### src/qwk_pkg.sv
// qwk_pkg: shared types, constants and label table for the QWK message-to-text block.
// No dependencies; imported by qwk_message_to_text, qwk_front, qwk_cmd_queue and qwk_back.
`default_nettype none

package qwk_pkg;

  localparam int COUNT_BITS = 20;

  // command queue between front and back
  localparam int QDEPTH = 4;
  localparam int QPTR_W = $clog2(QDEPTH);
  localparam int QCNT_W = $clog2(QDEPTH + 1);

  // header offsets
  localparam logic [6:0] OFF_DATE_S  = 7'd8;
  localparam logic [6:0] OFF_DATE_E  = 7'd15;
  localparam logic [6:0] OFF_TIME_S  = 7'd16;
  localparam logic [6:0] OFF_TIME_E  = 7'd20;
  localparam logic [6:0] OFF_TO_S    = 7'd21;
  localparam logic [6:0] OFF_TO_E    = 7'd45;
  localparam logic [6:0] OFF_FROM_S  = 7'd46;
  localparam logic [6:0] OFF_FROM_E  = 7'd70;
  localparam logic [6:0] OFF_SUBJ_S  = 7'd71;
  localparam logic [6:0] OFF_SUBJ_E  = 7'd95;
  localparam logic [6:0] OFF_CNT_S   = 7'd116;
  localparam logic [6:0] OFF_CNT_E   = 7'd121;
  localparam logic [6:0] OFF_LAST    = 7'd127;

  // characters
  localparam logic [7:0] CH_NUL   = 8'h00;
  localparam logic [7:0] CH_NL    = 8'h0a;
  localparam logic [7:0] CH_SPACE = 8'h20;
  localparam logic [7:0] CH_TAB   = 8'h09;
  localparam logic [7:0] CH_CR    = 8'h0d;
  localparam logic [7:0] CH_PLUS  = 8'h2b;
  localparam logic [7:0] CH_MINUS = 8'h2d;
  localparam logic [7:0] CH_ZERO  = 8'h30;
  localparam logic [7:0] CH_NINE  = 8'h39;
  localparam logic [7:0] CH_QWKNL = 8'he3;

  typedef enum logic [1:0] {
    PH_FILE   = 2'd0,
    PH_HDR    = 2'd1,
    PH_BODY   = 2'd2,
    PH_UNUSED = 2'd3
  } phase_t;

  typedef enum logic [1:0] {
    PS_SKIP   = 2'd0,
    PS_DIGITS = 2'd1,
    PS_DONE   = 2'd3
  } pstage_t;

  typedef enum logic [2:0] {
    LBL_NONE = 3'd0,
    LBL_DATE = 3'd1,
    LBL_TIME = 3'd2,
    LBL_TO   = 3'd3,
    LBL_FROM = 3'd4,
    LBL_SUBJ = 3'd5
  } lbl_sel_t;

  // one queued command: optional label, optional byte, 0..2 newlines
  typedef struct packed {
    lbl_sel_t   lbl;
    logic       has_byte;
    logic [7:0] data;
    logic [1:0] nl_cnt;
  } cmd_t;

  function automatic logic [2:0] label_len(lbl_sel_t sel);
    logic [2:0] len;
    unique case (sel)
      LBL_DATE, LBL_TIME, LBL_FROM, LBL_SUBJ: len = 3'd6;
      LBL_TO:                                 len = 3'd4;
      default:                                len = 3'd0;
    endcase
    return len;
  endfunction

  function automatic logic [7:0] label_char(lbl_sel_t sel, logic [2:0] idx);
    logic [47:0] str;
    logic [7:0]  ch;
    unique case (sel)
      LBL_DATE: str = "Date: ";
      LBL_TIME: str = "Time: ";
      LBL_TO:   str = "To:   ";
      LBL_FROM: str = "From: ";
      LBL_SUBJ: str = "Subj: ";
      default:  str = '0;
    endcase
    case (idx)
      3'd0:    ch = str[47:40];
      3'd1:    ch = str[39:32];
      3'd2:    ch = str[31:24];
      3'd3:    ch = str[23:16];
      3'd4:    ch = str[15:8];
      3'd5:    ch = str[7:0];
      default: ch = CH_NUL;
    endcase
    return ch;
  endfunction

endpackage

`default_nettype wire

### src/qwk_in_if.sv
// qwk_in_if: input channel, one raw file byte per beat.
// No dependencies.
`default_nettype none

interface qwk_in_if;
  logic       valid;
  logic       ready;
  logic [7:0] in_byte;

  modport source (output valid, output in_byte, input ready);
  modport sink   (input valid, input in_byte, output ready);
endinterface

`default_nettype wire

### src/qwk_out_if.sv
// qwk_out_if: result channel, one text byte per beat plus last flag.
// No dependencies.
`default_nettype none

interface qwk_out_if;
  logic       valid;
  logic       ready;
  logic [7:0] out_byte;
  logic       last;

  modport source (output valid, output out_byte, output last, input ready);
  modport sink   (input valid, input out_byte, input last, output ready);
endinterface

`default_nettype wire

### src/qwk_message_to_text.sv
// Top level: QWK message file bytes in, text beats out.
// An accepted byte's command is written into the queue, then loaded into the output register.
// Throughput: one input beat per cycle while the 4-deep command queue has room;
// one output beat per cycle while the output is ready, so a field start emits its label beats first.
// Reset (rst_n low, synchronous) returns to the file-header phase, empties the queue.
// Depends on qwk_pkg, qwk_in_if, qwk_out_if, qwk_front, qwk_cmd_queue, qwk_back.
`default_nettype none

module qwk_message_to_text import qwk_pkg::*; (
  input  logic      clk,
  input  logic      rst_n,
  qwk_in_if.sink    in_ch,
  qwk_out_if.source out_ch
);

  // front -> queue
  logic q_push;
  cmd_t q_push_cmd;
  logic q_full;

  // queue -> back
  logic q_pop;
  logic q_head_valid;
  cmd_t q_head_cmd;

  // Front: owns block offset, phase, field-ended flag and the block-count parser.
  // Every accepted beat updates state; only beats that produce text push a command.
  qwk_front u_front (
    .clk    (clk),
    .rst_n  (rst_n),
    .in_ch  (in_ch),
    .q_full (q_full),
    .push_o (q_push),
    .cmd_o  (q_push_cmd)
  );

  // Queue: decouples byte intake from label bursts on the output side.
  qwk_cmd_queue u_queue (
    .clk        (clk),
    .rst_n      (rst_n),
    .push       (q_push),
    .push_cmd   (q_push_cmd),
    .full       (q_full),
    .pop        (q_pop),
    .head_valid (q_head_valid),
    .head_cmd   (q_head_cmd)
  );

  // Back: walks label, data byte and newlines of the head command, one beat
  // per cycle while the output is ready, into the output register; last marks the command's final beat.
  qwk_back u_back (
    .clk        (clk),
    .rst_n      (rst_n),
    .head_valid (q_head_valid),
    .head_cmd   (q_head_cmd),
    .pop        (q_pop),
    .out_ch     (out_ch)
  );

endmodule

`default_nettype wire

### src/qwk_front.sv
// qwk_front: accepts file bytes, tracks block/field/count state, issues commands.
// Depends on qwk_pkg and qwk_in_if.
`default_nettype none

module qwk_front import qwk_pkg::*; (
  input  logic     clk,
  input  logic     rst_n,
  qwk_in_if.sink   in_ch,
  input  logic     q_full,
  output logic     push_o,
  output cmd_t     cmd_o
);

  phase_t                  phase_r, phase_nxt;
  logic [6:0]              off_r;
  logic                    fend_r, fend_nxt;
  pstage_t                 stage_r, stage_nxt;
  logic                    neg_r, neg_nxt;
  logic [COUNT_BITS-1:0]   acc_r, acc_nxt;
  logic [COUNT_BITS-1:0]   blk_r, blk_nxt;

  logic       accept;
  logic [7:0] b;
  lbl_sel_t   fsel;
  logic       fstart, fendpos, fe;
  logic       is_digit, is_ws;
  pstage_t    stage_e;
  logic                  neg_e;
  logic [COUNT_BITS-1:0] acc_e, blk_calc;
  cmd_t       cmd;

  assign in_ch.ready = !q_full;
  assign accept      = in_ch.valid && in_ch.ready;
  assign b           = in_ch.in_byte;
  assign is_digit    = (b >= CH_ZERO) && (b <= CH_NINE);
  assign is_ws       = (b == CH_SPACE) || ((b >= CH_TAB) && (b <= CH_CR));

  // field decode by header offset
  always_comb begin
    case (off_r) inside
      [OFF_DATE_S:OFF_DATE_E]: fsel = LBL_DATE;
      [OFF_TIME_S:OFF_TIME_E]: fsel = LBL_TIME;
      [OFF_TO_S:OFF_TO_E]:     fsel = LBL_TO;
      [OFF_FROM_S:OFF_FROM_E]: fsel = LBL_FROM;
      [OFF_SUBJ_S:OFF_SUBJ_E]: fsel = LBL_SUBJ;
      default:                 fsel = LBL_NONE;
    endcase
  end

  assign fstart  = (off_r == OFF_DATE_S) || (off_r == OFF_TIME_S) || (off_r == OFF_TO_S) ||
                   (off_r == OFF_FROM_S) || (off_r == OFF_SUBJ_S);
  assign fendpos = (off_r == OFF_DATE_E) || (off_r == OFF_TIME_E) || (off_r == OFF_TO_E) ||
                   (off_r == OFF_FROM_E) || (off_r == OFF_SUBJ_E);

  always_comb begin
    phase_nxt = phase_r;
    fend_nxt  = fend_r;
    stage_nxt = stage_r;
    neg_nxt   = neg_r;
    acc_nxt   = acc_r;
    blk_nxt   = blk_r;
    cmd       = '{lbl: LBL_NONE, has_byte: 1'b0, data: CH_NUL, nl_cnt: 2'd0};
    fe        = fstart ? 1'b0 : fend_r;
    // count field restarts at its first byte
    stage_e   = (off_r == OFF_CNT_S) ? PS_SKIP : stage_r;
    neg_e     = (off_r == OFF_CNT_S) ? 1'b0 : neg_r;
    acc_e     = (off_r == OFF_CNT_S) ? '0 : acc_r;
    blk_calc  = '0;

    unique case (phase_r)
      PH_HDR: begin
        if (fsel != LBL_NONE) begin
          if (fstart) cmd.lbl = fsel;
          fend_nxt = fe || (b == CH_NUL);
          if (!fe && (b != CH_NUL)) begin
            cmd.has_byte = 1'b1;
            cmd.data     = b;
          end
          if (fendpos) cmd.nl_cnt = 2'd1;
        end

        if ((off_r >= OFF_CNT_S) && (off_r <= OFF_CNT_E)) begin
          stage_nxt = stage_e;
          neg_nxt   = neg_e;
          acc_nxt   = acc_e;
          unique case (stage_e)
            PS_SKIP: begin
              if (is_ws) begin
                stage_nxt = PS_SKIP;
              end else if ((b == CH_PLUS) || (b == CH_MINUS)) begin
                neg_nxt   = (b == CH_MINUS);
                stage_nxt = PS_DIGITS;
              end else if (is_digit) begin
                acc_nxt   = COUNT_BITS'(b[3:0]);
                stage_nxt = PS_DIGITS;
              end else begin
                stage_nxt = PS_DONE;
              end
            end
            PS_DIGITS: begin
              if (is_digit) begin
                acc_nxt = (acc_e << 3) + (acc_e << 1) + COUNT_BITS'(b[3:0]);
              end else begin
                stage_nxt = PS_DONE;
              end
            end
            default: stage_nxt = stage_e;
          endcase
        end

        if (off_r == OFF_LAST) begin
          if (!neg_r && (acc_r != '0)) blk_calc = acc_r - COUNT_BITS'(1);
          blk_nxt = blk_calc;
          if (blk_calc == '0) cmd.nl_cnt = 2'd2;
          else                phase_nxt  = PH_BODY;
        end
      end

      PH_BODY: begin
        if (b == CH_QWKNL) begin
          cmd.has_byte = 1'b1;
          cmd.data     = CH_NL;
        end else if (b != CH_NUL) begin
          cmd.has_byte = 1'b1;
          cmd.data     = b;
        end
        if (off_r == OFF_LAST) begin
          blk_nxt = blk_r - COUNT_BITS'(1);
          if (blk_nxt == '0) begin
            cmd.nl_cnt = 2'd2;
            phase_nxt  = PH_HDR;
          end
        end
      end

      default: begin
        if (off_r == OFF_LAST) phase_nxt = PH_HDR;
      end
    endcase
  end

  assign cmd_o  = cmd;
  assign push_o = accept && ((cmd.lbl != LBL_NONE) || cmd.has_byte || (cmd.nl_cnt != 2'd0));

  always_ff @(posedge clk) begin
    if (!rst_n) begin
      phase_r <= PH_FILE;
      off_r   <= '0;
      fend_r  <= 1'b0;
      stage_r <= PS_SKIP;
      neg_r   <= 1'b0;
      acc_r   <= '0;
      blk_r   <= '0;
    end else if (accept) begin
      phase_r <= phase_nxt;
      off_r   <= off_r + 7'd1;
      fend_r  <= fend_nxt;
      stage_r <= stage_nxt;
      neg_r   <= neg_nxt;
      acc_r   <= acc_nxt;
      blk_r   <= blk_nxt;
    end
  end

  a_no_unused_phase: assert property (@(posedge clk) disable iff (!rst_n)
    phase_r != PH_UNUSED) else $error("front reached unused phase");

  a_body_has_blocks: assert property (@(posedge clk) disable iff (!rst_n)
    phase_r == PH_BODY |-> blk_r != '0) else $error("body phase with no blocks left");

endmodule

`default_nettype wire

### src/qwk_cmd_queue.sv
// qwk_cmd_queue: small FIFO of commands between front and back.
// Depends on qwk_pkg.
`default_nettype none

module qwk_cmd_queue import qwk_pkg::*; (
  input  logic clk,
  input  logic rst_n,
  input  logic push,
  input  cmd_t push_cmd,
  output logic full,
  input  logic pop,
  output logic head_valid,
  output cmd_t head_cmd
);

  cmd_t              mem [QDEPTH];
  logic [QPTR_W-1:0] wr_ptr_r, rd_ptr_r;
  logic [QCNT_W-1:0] cnt_r;

  assign full       = (cnt_r == QCNT_W'(QDEPTH));
  assign head_valid = (cnt_r != '0);
  assign head_cmd   = mem[rd_ptr_r];

  always_ff @(posedge clk) begin
    if (push) mem[wr_ptr_r] <= push_cmd;
  end

  always_ff @(posedge clk) begin
    if (!rst_n) begin
      wr_ptr_r <= '0;
      rd_ptr_r <= '0;
      cnt_r    <= '0;
    end else begin
      if (push) wr_ptr_r <= wr_ptr_r + QPTR_W'(1);
      if (pop)  rd_ptr_r <= rd_ptr_r + QPTR_W'(1);
      if (push && !pop)      cnt_r <= cnt_r + QCNT_W'(1);
      else if (pop && !push) cnt_r <= cnt_r - QCNT_W'(1);
    end
  end

  a_no_overflow: assert property (@(posedge clk) disable iff (!rst_n)
    full |-> !push) else $error("command queue overflow");

  a_no_underflow: assert property (@(posedge clk) disable iff (!rst_n)
    !head_valid |-> !pop) else $error("command queue underflow");

endmodule

`default_nettype wire

### src/qwk_back.sv
// qwk_back: expands queued commands into text beats through an output register.
// Depends on qwk_pkg and qwk_out_if.
`default_nettype none

module qwk_back import qwk_pkg::*; (
  input  logic      clk,
  input  logic      rst_n,
  input  logic      head_valid,
  input  cmd_t      head_cmd,
  output logic      pop,
  qwk_out_if.source out_ch
);

  logic [2:0] k_r;
  logic       out_valid_r;
  logic [7:0] out_byte_r;
  logic       out_last_r;

  logic [2:0] llen;
  logic [3:0] total;
  logic [7:0] ch;
  logic       is_last;
  logic       load;

  assign llen    = label_len(head_cmd.lbl);
  assign total   = {1'b0, llen} + {3'b000, head_cmd.has_byte} + {2'b00, head_cmd.nl_cnt};
  assign is_last = ({1'b0, k_r} == (total - 4'd1));

  always_comb begin
    if (k_r < llen)                                 ch = label_char(head_cmd.lbl, k_r);
    else if (head_cmd.has_byte && (k_r == llen))    ch = head_cmd.data;
    else                                            ch = CH_NL;
  end

  assign load = head_valid && (!out_valid_r || out_ch.ready);
  assign pop  = load && is_last;

  always_ff @(posedge clk) begin
    if (!rst_n) begin
      k_r         <= '0;
      out_valid_r <= 1'b0;
    end else begin
      if (load) begin
        out_valid_r <= 1'b1;
        k_r         <= is_last ? 3'd0 : k_r + 3'd1;
      end else if (out_ch.ready) begin
        out_valid_r <= 1'b0;
      end
    end
  end

  always_ff @(posedge clk) begin
    if (load) begin
      out_byte_r <= ch;
      out_last_r <= is_last;
    end
  end

  assign out_ch.valid    = out_valid_r;
  assign out_ch.out_byte = out_byte_r;
  assign out_ch.last     = out_last_r;

  a_idx_idle: assert property (@(posedge clk) disable iff (!rst_n)
    !head_valid |-> k_r == 3'd0) else $error("beat index left mid-command");

endmodule

`default_nettype wire
### src/flat_wrapper.sv
// flat-port wrapper written by rule: the top's interface ports become plain ports
module qwk_message_to_text_flat import qwk_pkg::*;
  (clk, rst_n, in_ch_valid, in_ch_in_byte, in_ch_ready, out_ch_valid, out_ch_out_byte, out_ch_last, out_ch_ready);
  qwk_in_if in_ch_i ();
  qwk_out_if out_ch_i ();
  input  logic clk;
  input  logic rst_n;
  input wire logic [$bits(in_ch_i.valid)-1:0] in_ch_valid;
  input wire logic [$bits(in_ch_i.in_byte)-1:0] in_ch_in_byte;
  output wire logic [$bits(in_ch_i.ready)-1:0] in_ch_ready;
  output wire logic [$bits(out_ch_i.valid)-1:0] out_ch_valid;
  output wire logic [$bits(out_ch_i.out_byte)-1:0] out_ch_out_byte;
  output wire logic [$bits(out_ch_i.last)-1:0] out_ch_last;
  input wire logic [$bits(out_ch_i.ready)-1:0] out_ch_ready;
  assign in_ch_i.valid = in_ch_valid;
  assign in_ch_i.in_byte = in_ch_in_byte;
  assign in_ch_ready = in_ch_i.ready;
  assign out_ch_valid = out_ch_i.valid;
  assign out_ch_out_byte = out_ch_i.out_byte;
  assign out_ch_last = out_ch_i.last;
  assign out_ch_i.ready = out_ch_ready;
  qwk_message_to_text u_core (.clk(clk), .rst_n(rst_n), .in_ch(in_ch_i), .out_ch(out_ch_i));
endmodule
### config.mk
export PLATFORM = sky130hd
export DESIGN_NAME = qwk_message_to_text_flat
export DESIGN_NICKNAME = d
export VERILOG_FILES = /design/src/qwk_pkg.sv /design/src/qwk_in_if.sv /design/src/qwk_out_if.sv /design/src/qwk_message_to_text.sv /design/src/qwk_front.sv /design/src/qwk_cmd_queue.sv /design/src/qwk_back.sv /design/src/flat_wrapper.sv
export SDC_FILE = /design/constraint.sdc
export NUM_CORES = 1
export LEC_CHECK = 0
export BUFFER_PORTS_ARGS = -buffer_cell sky130_fd_sc_hd__buf_4
export CORE_ASPECT_RATIO = 1.75
export CORE_MARGIN = 2
export CORE_UTILIZATION = 45
export DETAILED_ROUTE_END_ITERATION = 7
export SKIP_CTS_REPAIR_TIMING = 1
export SLEW_MARGIN = 5
export SYNTH_ARGS = -nofsm -noshare
export SYNTH_HDL_FRONTEND = slang
export SYNTH_SLANG_ARGS = --single-unit
### constraint.sdc
create_clock -name clk -period 5 [get_ports clk]
set_clock_uncertainty 0.2 [all_clocks]
set_input_delay 0.5 -clock clk [delete_from_list [all_inputs] [get_ports clk]]
set_output_delay 0.5 -clock clk [all_outputs]
set_load 0.03 [all_outputs]
==> run metrics <==
outcome=finished clean; delay-heaviest family, CP=adder cells; Hold Path Stages=4; worst path cell trace=mux4_2 > xnor2_1 > inv_1 > ha_1 > inv_1 > ha_1 > fa_1 > xor2_1 > nor4_2 > nand2_1 > ha_1 > inv_1 > fa_1 > xor2_1 > or3_1 > a21boi_0; post-synth cell types=79; via/cell ratio=5.88; CTS max path bufs=2; Initial Utilization=45.4%; design internal power=1.84 mW; Slew Limit Headroom=36.4%; Gate power share=2.1%; leading cell type in the layout, fill and taps excluded=dfxtp_1; remaining antenna violation count after routing=0; flops & latches, synth=131; combinational family with the most area after synthesis=simple AND/OR/NAND/NOR gates; pin count of the biggest net entering global routing=59; EDFF count, synth=65; reg2reg path depth=16; Leak=3.86 nW; nature of the critical path endpoint=flop; Max-Cap Viols=0; area growth from synthesis to layout=11.7%; adder-cell share of the synthesized area=9.18%; Buffers on Ports=22; I/O pin total=23; Die Ht=187 um; antenna violations before repair=0; Pwr per Cell Area=252 nW/um^2; Fill cells=1785; post-synthesis instance total=917; num rows=67; RSZ-0062 raised after global routing=false; syn avg cell area=9.43 sq um; Post-Synth XOR/XNOR Area=5.96%; global-route wire length before repair=35.8 mm; fraction of layout cells with a size suffix above 1=12.1%; met3 wire length=552 um; Buf/Inv on CP=3; Diodes inserted=0; Max Clk Rate=0.216 GHz; setup TNS=0 ns; die width=109 um; Detailed Route Iter0 Violations=397; Seq/Total Area, Yosys=37.9%; DPL Wire Length=16.4 mm; post-synth top area share=22.6%; Post-Syn Nets=990; Worst Setup Path Type=reg -> reg; clock-pin slew on the worst setup and hold paths=0.06 ns; Util after Layout=50.7%; Flop pwr share=46.2%; vias in the first global route=6938; GRT Overall Usage=22.9%; Critical Path RT=5.15 ns; main flop type after synthesis=dfxtp_1; CP peak stage delay=0.73 ns; GPL Wtd Cong=0.868; DR vias=6947; Final Cycle Share=92.4%; root buf cell=clkbuf_16; clock network power share=51.7%; DR WL met2=12.4 mm; Non-Filler Instances=1181; drt drc=0; Final Hold Fails=0; Hold Crit Class=in -> reg; Sw Ratio=24.1%; GR Overflow Total=0; placed cells=1149; M1 wire length=8.24 mm; flop2flop setup slack=0.38 ns; total wire length=22.2 mm; DR top layer=met4; multiplexer area fraction after synthesis=4.70%; Synth Area in Compound Gates=16.3%; synthesized area=8640 sq um; Clock Sinks=131; worst vdd ir=0.190 mV; Worst Tran Pin Value=0.954 ns; Sequential Area=3270 sq um; CTS tree=built; Multi-input gate area=4980 sq um; drt wl/cell=18.8 um; critical path depth in cells=16; Final setup viols=0; Async S/R FF share, synth=0%; Max Slew Vio Count=0; cell taking the most area after synthesis=edfxtp_1; post-synthesis simple-gate area fraction=21.5%; switching power=584 uW; crit path DAT=4.77 ns; CP max-delay cell=mux4_2; Yosys Warn Count=0; Die Area=20400 sq um; Core Box Area=19000 sq um; commonest non-fill, non-tap cells in the layout=dfxtp_1 (66), edfxtp_1 (65), nand2_1 (64); top cells by area, synth=edfxtp_1 (23%), dfxtp_1 (15%), ha_1 (8.3%); worst skew pair latency=0.43 ns; fin crit period=4.62 ns; number of buffers created by CTS=17; H-Tree Depth=4; Net count, final=1000; total power=2.43 mW; CP Max Fanout=14; 1st-pass router iterations=5; CP startpoint kind=flop
==> path summary, 6_finish.rpt <==
| path | start | endpoint |
|---|---|---|
| worst max register to register | flop | u_core.u_queue.cnt_r[2] |
| worst max-delay path | flop | u_core.u_queue.cnt_r[2] |
| worst min register to register | u_core.u_back.out_ch.valid | u_core.u_back.out_ch.valid |
| worst min-delay path | out_ch_ready | u_core.u_back.out_ch.valid |
==> registers in the layout, indices dropped and copies added, names as in the netlist, 3 cells and up, named ones only <==
name,cells
u_core.u_back.out_ch.out_byte,8
u_core.u_front.blk_r,20
u_core.u_front.acc_r,20
u_core.u_queue.mem,56
u_core.u_queue.cnt_r,3
u_core.u_front.off_r,7
u_core.u_back.k_r,3
==> kinds of logic (layout without fill, tap and decap cells) <==
logic type / count (synthesis) / count (layout)
fa+ha+maj: 61 / 61
flops: 131 / 131
xor+xnor: 58 / 58
simple gates: 337 / 337
buf+inv: 100 / 123
compound gates: 207 / 207
mux: 23 / 23
==> layout make-up <==
cell class,instances,area share (%)
inverters,46,1.79
repair buffers,45,3.50
multi-input cells,686,51.6
well taps,241,3.12
flip-flops and latches,131,33.9
clock inverters,15,1.68
clock buffers,17,4.41
==> synth_stat cells, types with 3 or more instances <==
cell type	n
o31ai_1	5
buf_2	3
nor2b_1	35
nor2_1	59
o221ai_1	3
clkbuf_1	46
and3_1	5
xnor2_1	27
a21o_1	6
buf_1	3
o31a_1	4
fa_1	4
a32o_1	6
nor3b_1	8
and2_1	41
edfxtp_1	65
o22a_1	3
o211a_1	4
or3_1	11
mux4_2	14
a21boi_0	5
a211oi_1	8
inv_1	46
a21oi_1	42
nor4b_1	8
a31oi_1	6
nor3_1	23
nor4_1	14
ha_1	57
o22ai_1	16
o21a_1	6
nand3b_1	5
a32oi_1	3
nand3_1	22
mux2i_1	8
o32ai_1	4
or2_2	5
dfxtp_1	66
nand4_1	12
nand2b_1	6
o211ai_1	3
nand2_1	64
xor2_1	30
a22oi_1	15
o21ai_0	47
==> through the flow <==
stage          cell area, sq um  hold slack [ns]  worst slack (ns)
6_report                   9650            0.154             0.378
5_1_grt                    9650            0.176             0.102
4_1_cts                    9650            0.150             0.328
3_5_place_dp               9070            0.280             0.357
3_3_place_gp               9070            0.272             0.425
2_1_floorplan              8640            0.262             0.481
==> power groups by stage <==
stage / Clock [mW] / Combinational (mW) / Sequential (mW)
floorplan: 0 / 0.0330 / 1.14
global placement: 0 / 0.0500 / 1.15
detailed placement: 0 / 0.0500 / 1.15
CTS: 1.27 / 0.0503 / 1.12
global route: 1.32 / 0.0555 / 1.12
finish: 1.26 / 0.0499 / 1.12
==> tightest hold or removal path, stage by stage <==
cell and delay (ns):
buf_4 0.08, inv_1 0.04, nand2_1 0.05, a21boi_0 0.06
==> layer usage <==
metal	global-route usage, %	up-vias
li1	-	3394
met1	23.6	3353
met2	43.3	145
met3	3.45	55
met4	11.2	0
met5	0	-
Note: power is estimated with default switching activity, not from simulation.
